`config.mk`:
```
export PLATFORM = sky130hd
export DESIGN_NAME = sync_frame_word_deframer
export DESIGN_NICKNAME = d
export VERILOG_FILES = /design/src/hdl/sfwd_pkg.sv /design/src/hdl/sfwd_cell.sv /design/src/hdl/sfwd_ctrl.sv /design/src/hdl/sync_frame_word_deframer.sv
export SDC_FILE = /design/constraint.sdc
export NUM_CORES = 1
export LEC_CHECK = 0
export ABC_AREA = 1
export ABC_CLOCK_PERIOD_IN_PS = 9500
export BUFFER_PORTS_ARGS = -buffer_cell sky130_fd_sc_hd__buf_2
export CORE_MARGIN = 5
export CORE_UTILIZATION = 50
export CTS_CLUSTER_DIAMETER = 40
export DETAILED_ROUTE_END_ITERATION = 10
export PLACE_DENSITY = 0.73
export SLEW_MARGIN = 20
export SYNTH_ARGS = -nofsm -noshare
export SYNTH_HDL_FRONTEND = slang
export SYNTH_SLANG_ARGS = --single-unit
```
`constraint.sdc`:
```
create_clock -name clock -period 9.5 [get_ports clock]
set_input_delay 0.95 -clock clock [delete_from_list [all_inputs] [get_ports clock]]
set_output_delay 0.95 -clock clock [all_outputs]
set_load 0.05 [all_outputs]
```
`src/hdl/sfwd_pkg.sv`:
```
// ----------------------------------------------------------------------------
// sfwd_pkg
// Shared constants and types for the sync frame word deframer.
// ----------------------------------------------------------------------------
package sfwd_pkg;

   localparam int WORDS_PER_FRAME_DEF = 15;
   localparam int WORD_INDEX_W        = 4;
   localparam int BYTE_W              = 8;
   localparam int WORD_W              = 16;

   localparam logic [BYTE_W-1:0] CHAR_S = 8'h53;
   localparam logic [BYTE_W-1:0] CHAR_J = 8'h4A;
   localparam logic [BYTE_W-1:0] CHAR_T = 8'h54;
   localparam logic [BYTE_W-1:0] CHAR_U = 8'h55;

   typedef struct packed {
      logic byte_shift;
      logic word_shift;
   } shift_ctl_type;

endpackage

```
`src/hdl/sfwd_cell.sv`:
```
// ----------------------------------------------------------------------------
// sfwd_cell
// One 16-bit payload cell. Byte shift moves lo into hi and takes the
// neighbor's hi byte; word shift takes the neighbor's whole word.
// ----------------------------------------------------------------------------
module sfwd_cell
   import sfwd_pkg::*;
(
   input  logic                clock,
   input  shift_ctl_type       ctl,
   input  logic [WORD_W-1:0]   din,
   output logic [WORD_W-1:0]   word
);

   logic [WORD_W-1:0] word_ff;
   logic [WORD_W-1:0] word_in;

   always_comb begin
      word_in = word_ff;
      if (ctl.word_shift) begin
         word_in = din;
      end else if (ctl.byte_shift) begin
         word_in = {word_ff[BYTE_W-1:0], din[WORD_W-1:BYTE_W]};
      end
   end

   always_ff @(posedge clock) begin
      word_ff <= word_in;
   end

   assign word = word_ff;

endmodule

```
`src/hdl/sfwd_ctrl.sv`:
```
// ----------------------------------------------------------------------------
// sfwd_ctrl
// Frame parser and word drain sequencer; drives the cell row shifts.
// ----------------------------------------------------------------------------
module sfwd_ctrl
   import sfwd_pkg::*;
#(
   parameter int WORDS_PER_FRAME = WORDS_PER_FRAME_DEF
)
(
   input  logic                     clock,
   input  logic                     reset,
   input  logic                     req_valid,
   output logic                     req_ready,
   input  logic [BYTE_W-1:0]        rx_byte,
   output logic                     rsp_valid,
   input  logic                     rsp_ready,
   output logic [WORD_INDEX_W-1:0]  word_index,
   output logic                     last_word,
   output shift_ctl_type            ctl
);

   localparam int BCNT_W = (2*WORDS_PER_FRAME > 1) ? $clog2(2*WORDS_PER_FRAME) : 1;
   localparam int WCNT_W = (WORDS_PER_FRAME > 1) ? $clog2(WORDS_PER_FRAME) : 1;
   localparam logic [BCNT_W-1:0] BYTE_LAST = BCNT_W'(2*WORDS_PER_FRAME - 1);
   localparam logic [WCNT_W-1:0] WORD_LAST = WCNT_W'(WORDS_PER_FRAME - 1);

   typedef enum logic [5:0] {
      ST_HUNT_S  = 6'b000001,
      ST_WANT_J  = 6'b000010,
      ST_PAYLOAD = 6'b000100,
      ST_WANT_T  = 6'b001000,
      ST_WANT_U  = 6'b010000,
      ST_DRAIN   = 6'b100000
   } state_type;

   state_type          state_ff, state_in;
   logic [BCNT_W-1:0]  bcnt_ff, bcnt_in;
   logic [WCNT_W-1:0]  wcnt_ff, wcnt_in;
   logic [WCNT_W+WORD_INDEX_W-1:0] wcnt_ext;
   logic               req_xfer;
   logic               rsp_xfer;

   assign req_ready = (state_ff != ST_DRAIN);
   assign rsp_valid = (state_ff == ST_DRAIN);
   assign req_xfer  = req_valid & req_ready;
   assign rsp_xfer  = rsp_valid & rsp_ready;

   always_comb begin
      state_in       = state_ff;
      bcnt_in        = bcnt_ff;
      wcnt_in        = wcnt_ff;
      ctl.byte_shift = 1'b0;
      ctl.word_shift = 1'b0;
      unique case (state_ff)
         ST_HUNT_S: begin
            if (req_xfer) begin
               state_in = (rx_byte == CHAR_S) ? ST_WANT_J : ST_HUNT_S;
            end
         end
         ST_WANT_J: begin
            if (req_xfer) begin
               state_in = (rx_byte == CHAR_J) ? ST_PAYLOAD : ST_HUNT_S;
               bcnt_in  = '0;
            end
         end
         ST_PAYLOAD: begin
            if (req_xfer) begin
               ctl.byte_shift = 1'b1;
               if (bcnt_ff == BYTE_LAST) begin
                  state_in = ST_WANT_T;
               end else begin
                  bcnt_in = bcnt_ff + 1'b1;
               end
            end
         end
         ST_WANT_T: begin
            if (req_xfer) begin
               state_in = (rx_byte == CHAR_T) ? ST_WANT_U : ST_HUNT_S;
            end
         end
         ST_WANT_U: begin
            if (req_xfer) begin
               state_in = (rx_byte == CHAR_U) ? ST_DRAIN : ST_HUNT_S;
               wcnt_in  = '0;
            end
         end
         ST_DRAIN: begin
            if (rsp_xfer) begin
               ctl.word_shift = 1'b1;
               if (wcnt_ff == WORD_LAST) begin
                  state_in = ST_HUNT_S;
               end else begin
                  wcnt_in = wcnt_ff + 1'b1;
               end
            end
         end
         default: begin
            state_in = ST_HUNT_S;
         end
      endcase
   end

   always_ff @(posedge clock) begin
      if (reset) begin
         state_ff <= ST_HUNT_S;
         bcnt_ff  <= '0;
         wcnt_ff  <= '0;
      end else begin
         state_ff <= state_in;
         bcnt_ff  <= bcnt_in;
         wcnt_ff  <= wcnt_in;
      end
   end

   assign wcnt_ext   = {{WORD_INDEX_W{1'b0}}, wcnt_ff};
   assign word_index = wcnt_ext[WORD_INDEX_W-1:0];
   assign last_word  = (wcnt_ff == WORD_LAST);

   a_no_req_during_drain: assert property (@(posedge clock) disable iff (reset)
      rsp_valid |-> !req_ready)
      else $error("input taken while words drain");

   a_shift_exclusive: assert property (@(posedge clock) disable iff (reset)
      !(ctl.byte_shift && ctl.word_shift))
      else $error("byte and word shift together");

   a_drain_starts_at_zero: assert property (@(posedge clock) disable iff (reset)
      $rose(rsp_valid) |-> (wcnt_ff == '0))
      else $error("drain did not start at word zero");

   a_last_ends_drain: assert property (@(posedge clock) disable iff (reset)
      (rsp_xfer && last_word) |=> !rsp_valid && req_ready)
      else $error("drain continued past last word");

   a_payload_follows_header: assert property (@(posedge clock) disable iff (reset)
      ctl.byte_shift |-> $past(state_ff == ST_WANT_J || state_ff == ST_PAYLOAD))
      else $error("payload byte without header");

endmodule

```
`src/hdl/sync_frame_word_deframer.sv`:
```
// ----------------------------------------------------------------------------
// sync_frame_word_deframer
// Serial byte stream to 16-bit word deframer for 'S' 'J' ... 'T' 'U' frames.
// ----------------------------------------------------------------------------
// One received byte is taken per cycle while parsing, in header hunt, payload
// store and trailer check alike. Payload bytes shift into a row of
// WORDS_PER_FRAME word cells. Once 'U' closes a frame, the row drains one word
// per cycle from its head while rsp_ready is high, and no byte is taken during
// that burst. A header or trailer mismatch drops back to header hunt without
// rechecking the offending byte.
module sync_frame_word_deframer
   import sfwd_pkg::*;
#(
   parameter int WORDS_PER_FRAME = WORDS_PER_FRAME_DEF
)
(
   input  logic                     clock,
   input  logic                     reset,
   input  logic                     req_valid,
   output logic                     req_ready,
   input  logic [BYTE_W-1:0]        req_rx_byte,
   output logic                     rsp_valid,
   input  logic                     rsp_ready,
   output logic [WORD_W-1:0]        rsp_sensor_word,
   output logic [WORD_INDEX_W-1:0]  rsp_word_index,
   output logic                     rsp_last_word
);

   shift_ctl_type      ctl;
   logic [WORD_W-1:0]  chain [WORDS_PER_FRAME+1];

   sfwd_ctrl #(
      .WORDS_PER_FRAME (WORDS_PER_FRAME)
   ) u_ctrl (
      .clock      (clock),
      .reset      (reset),
      .req_valid  (req_valid),
      .req_ready  (req_ready),
      .rx_byte    (req_rx_byte),
      .rsp_valid  (rsp_valid),
      .rsp_ready  (rsp_ready),
      .word_index (rsp_word_index),
      .last_word  (rsp_last_word),
      .ctl        (ctl)
   );

   assign chain[WORDS_PER_FRAME] = {req_rx_byte, {BYTE_W{1'b0}}};

   for (genvar i = 0; i < WORDS_PER_FRAME; i++) begin : g_cell
      sfwd_cell u_cell (
         .clock (clock),
         .ctl   (ctl),
         .din   (chain[i+1]),
         .word  (chain[i])
      );
   end

   assign rsp_sensor_word = chain[0];

endmodule

```
======== Word level (Yosys, flattened, before mapping) ========
Cells that the tools add are included.
word-level totals
  flip-flop bits (word level) ............. 255
  input bits .............................. 12
  word-level logic and storage cells ...... 107
cells by class
  add/sub/neg operators ................... 2
  equal/unequal tests ..................... 23
  multiplexer cells ....................... 55
  bitwise logic cells ..................... 2
  reduce and logical (&&, ||, !) cells .... 6
operator list
  cell                   count
  $mux W16               30
  $mux W6                9
  $pmux W6 S6            1
  $eq A8 B7 Y1 const B   4
  $mux W5                4
  $mux W4                3
  $ne A2 B1 Y1 const B   6
  $pmux W5 S2            1
  $ne A2 B2 Y1 const B   4
  $pmux W4 S2            1
  $reduce_and A4 Y1      2
  $reduce_and A8 Y1      1
  $eq A6 B1 Y1 const B   1
  $eq A6 B2 Y1 const B   1
  $eq A6 B3 Y1 const B   1
  $eq A6 B4 Y1 const B   1
  $eq A6 B5 Y1 const B   1
  $eq A6 B6 Y1 const B   1
  $ne A6 B6 Y1 const B   1
  $reduce_bool A2 Y1     3
  $add A5 B1 Y5 const B  1
  $eq A5 B5 Y1 const B   1
  $add A4 B1 Y4 const B  1
  $eq A4 B4 Y1 const B   1
  4 further kinds        8

======== Depth between registers and ports, before layout ========
  depth after elaboration ................. 6
  depth in mapped cells ................... 12
  gate-level depth less buffers ........... 12

======== Modules after synthesis ========
Synthesis repeated with hierarchy kept, for this count alone.
unflattened totals
  cell total of the unflattened synthesis .. 1209
  area total of the unflattened synthesis .. 12346.8 um2
by module, submodules not included
  module                    times used  cells each  area each (um2)
  sfwd_cell                 15          69          743.2
  sfwd_ctrl                 1           173         1194.9
  sync_frame_word_deframer  1           1           3.8

======== Worst setup path before layout ========
Ideal clock, no wire load.
  path kind ............................... input to register
  from .................................... input port rsp_ready
  to ...................................... register g_cell[0].u_cell.word_ff[0], enable pin
  setup time .............................. 1.798 ns
  data arrival time ....................... 5.284 ns
  required time ........................... 7.702 ns
  path slack .............................. 2.418 ns
  stages on the path ...................... 6
  path buffers ............................ 2
  path through ............................ inv_1 nor2_8 inv_2 buf_6 buf_6 nand2_1
on the way
  word-level cells in the longest chain between the ends .. 4
RTL lines
  element                              line                            text
  start, declared                      sync_frame_word_deframer.sv:23  input logic rsp_ready,
  $and A1 B1 Y1                        sfwd_ctrl.sv:47                 assign rsp_xfer = rsp_valid & rsp_ready;
  $mux W1                              sfwd_ctrl.sv:89                 if (rsp_xfer) begin
  $mux W1                              sfwd_ctrl.sv:55                 unique case (state_ff)
  $reduce_bool A2 Y1 (no source line)  --
  end signal, assigned                 sfwd_cell.sv:28                 word_ff <= word_in;
  end, declared                        sfwd_cell.sv:15                 logic [WORD_W-1:0] word_ff;
No other way between the ends.
A chain may end at the register's enable or synchronous reset.

======== Worst setup path in the final report ========
  from .................................... register u_ctrl.state_ff[2]
  to ...................................... register g_cell[7].u_cell.word_ff[0], enable pin
on the way
  word-level cells in the longest chain between the ends .. 5
RTL lines
  element                                              line                                               text
  start, declared                                      sfwd_ctrl.sv:37                                    state_type state_ff, state_in;
  start signal, assigned                               sfwd_ctrl.sv:110                                   state_ff <= state_in;
  $eq A6 B6 Y1 / $ne A6 B6 Y1 (equally long branches)  sfwd_ctrl.sv:45, sfwd_ctrl.sv:55, sfwd_ctrl.sv:44
  $and A1 B1 Y1 (on tied branches)                     sfwd_ctrl.sv:47, sfwd_ctrl.sv:46
  $mux W1 (on tied branches)                           sfwd_ctrl.sv:89, sfwd_ctrl.sv:68
  $mux W1                                              sfwd_ctrl.sv:55
  $reduce_bool A2 Y1 (no source line) *                --
  end signal, assigned                                 sfwd_cell.sv:28
  end, declared                                        sfwd_cell.sv:15
Every way passes the cells marked *; elsewhere a longest branch is shown, timed or not.

==> metrics.md <==
| Metric | Value |
|---|---|
| Clock latency on the worst-skew pair | 540 ps |
| CP Capture Type | register |
| Reg2reg start | u_ctrl.state_ff[2] |
| H-Tree Depth | 1 |
| Die area | 26250 um2 |
| Final period util | 0.4083 |
| Critical Path Source Type | register |
| Effective utilization at floorplan | 0.5089 |
| Detailed-route via count | 7006 |
| MaxCap Viol Count | 0 |
| Initial antenna violation count | 0 |
| Synth area leaders | edfxtp_1, nand2_1, o21ai_0 |
| Post-CTS Setup Inserts | 0 |
| Largest net degree at the start of global routing | 218 |
| Vias in the first global route | 6776 |
| Adder-Cell Fraction of Synth Area | 0.004331 |
| TritonCTS Buffers | 31 |
| Post-Synth Simple-Gate Area | 0.1604 |
| DR vias/cell | 4.886 |
| Worst-path clk slew | 60 ps |
| Die Wd | 162.0 um |
| Final worst slack | 5621 ps |
| RSZ-0062 raised after global routing | false |
| GRT overflow | 0 |
| NumNets Final | 1142 |
| Synth Register Bits | 255 |
| First-pass GRT wire length | 29.56 mm |
| Design Power | 2.774 mW |
| Synth warn | 0 |
| Hold Violations, Final | 0 |
| CTS Buffer Depth | 3 |
| Synth Net Count | 1138 |
| Setup TNS | 0 ps |
| Core area | 22710 um2 |
| Final Critical Period | 3879 ps |
| Arrival time at the worst endpoint | 4040 ps |
| Cell with the most instances after synthesis | nand2_1 |
| CP required | 9660 ps |
| Async set-or-reset flop fraction in the synthesized netlist | 0 |
| Worst Setup EP | g_cell[7].u_cell.word[0] |
| Final core utilization | 0.5537 |
| Setup violations, final | 0 |
| Hold-fix buffers, CTS | 0 |
| Post-Synth XOR/XNOR Area | 0.003032 |
| Synth area leader | edfxtp_1 |
| Share of layout cells above drive strength 1 | 0.1332 |
| Worst reg2reg path endpoint | g_cell[7].u_cell.word[0] |
| Kind of critical path | register to register |
| Root buf cell | clkbuf_16 |
| # port buffers | 34 |
| Hold WC Path Type | register to register |
| Initial DRC Count | 613 |
| Fin. max-slew vios | 0 |
| Slew HR | 0.3727 |
| CTS tree | yes |
| WL per Instance | 11.60 um |
| Gp weighted congestion | 0.8687 |
| LEAKAGE | 5.041 nW |
| Ant. Diodes | 0 |
| Skew final | 10.54 ps |
| Mux cell area share after synthesis | 0 |
| Drt first pass iters | 5 |
| VDD IR max | 0.1478 mV |
| Routed Antenna Nets | 0 |
| Compound-gate portion of the synthesized area | 0.1045 |
| Worst-Margin Slew | 940.9 ps |
| Die H | 162.0 um |
| Layout area overhead | 8.802% |
| R2r worst-path depth | 9 |
| DRC | 0 |
| Syn_area_per_cell | 10.30 um2 |
| Number of synthesized flops with an enable pin | 232 |
| GRT Total Usage | 0.1294 |
| DP HPWL | 9.092 mm |
| Top cells by count, synth | nand2_1, edfxtp_1, inv_1 |
| Fill cells | 1940 |
| Min Hold Slack | 497.4 ps |
| Final WL | 16.64 mm |
| Synthesized area | 11560 um2 |
| Ports | 35 |
| Share of the synthesized area in the top cell type | 0.6029 |
| Worst slack at placement | 5373 ps |
| Ys flop type | edfxtp_1 |
| Pwr/cell area | 220.6 nW/um2 |
| Fmax | 0.2578 GHz |
| Post-cts sizing count | 0 |
| R2R setup slack | 5620 ps |
| Status | finished, final reports clean |
| Worst Path Max Fanout | 156 |
| Largest family of logic cells by synthesized area | simple AND/OR/NAND/NOR gates |
| Row Count | 55 |
| Library cells used by synthesis | 27 |
| Post-Syn Instances | 1122 |
| Clock Sinks | 255 |
| Critical Path Start | u_ctrl.state_ff[2] |
| Sequential fraction of the synthesis area | 0.6427 |
## flip-flops by register name, summed over array words and instances, names as in the netlist
signal and flops:
u_ctrl.bcnt_ff 5, u_ctrl.word_index 4, u_ctrl.state_ff 6, g_cell.u_cell.word 240
## critical path, cell delays in order (launching register included)
cell	delay [ps]
dfxtp_1	330
nor2_2	190
nand2_1	90
inv_2	90
nand2_4	110
nor2_8	650
inv_8	460
nand2_4	400
buf_12	350
buf_16	510
## layout make-up
cell class,instances,area [um2],share of cell area
clock buffer,34,787.0,0.06259
sequential,255,7427,0.5907
clock inverter,22,158.9,0.01264
timing repair buffer,39,240.2,0.01911
multi-input combinational,681,3153,0.2508
inverter,118,450.4,0.03582
tap,285,356.6,0.02836
## metrics by stage
stage,cell area (um2),std cells
final,12570,1434
after global routing,12570,1434
after CTS,12550,1433
after detailed placement,11600,1377
after global placement,11600,1377
after floorplan,11560,1122
## power by group
group          internal (mW)  switching (mW)  leakage (nW)  total, mW
logic                 0.0953           0.231          2.29      0.326
clock network          0.627           0.440         0.472       1.07
registers               1.34          0.0397          2.28       1.38
## cells by family after synthesis
| logic type | count (synthesis) |
|---|---|
| AO/OA/AOI/OAI | 203 |
| XOR/XNOR | 4 |
| adder cells (fa/ha/maj) | 4 |
| buffers and inverters | 186 |
| flip-flops | 255 |
| AND/OR/NAND/NOR | 470 |
## routing by layer
layer	GRT usage	vias to the layer above	share of wire
met5	0	-	0
met4	0.03806	0	0.028
met3	0.02411	37	0.041
met2	0.2228	113	0.47
met1	0.1685	3138	0.47
li1	-	3718	-
## layout by cell type, fill, tap and decap left out, drive strengths merged, types with 15 or more instances in the layout
master and n:
a21oi 20, buf 39, clkbuf 34, clkinv 15
dfxtp 23, edfxtp 232, inv 123, nand2 406
nand3 18, nor2 39, o21ai 183
## worst min path at each step
stage / from / to / depth (start not counted)
finish: g_cell[14].u_cell.word[4] / g_cell[14].u_cell.word[4] / 2
global route: u_ctrl.bcnt_ff[3] / u_ctrl.bcnt_ff[3] / 2
CTS: g_cell[14].u_cell.word[4] / g_cell[14].u_cell.word[4] / 2
detailed placement: g_cell[14].u_cell.word[4] / g_cell[14].u_cell.word[4] / 2
global placement: u_ctrl.bcnt_ff[3] / u_ctrl.bcnt_ff[3] / 2
floorplan: g_cell[14].u_cell.word[4] / g_cell[14].u_cell.word[4] / 2
No activity file was read; power rests on OpenSTA's default activity.
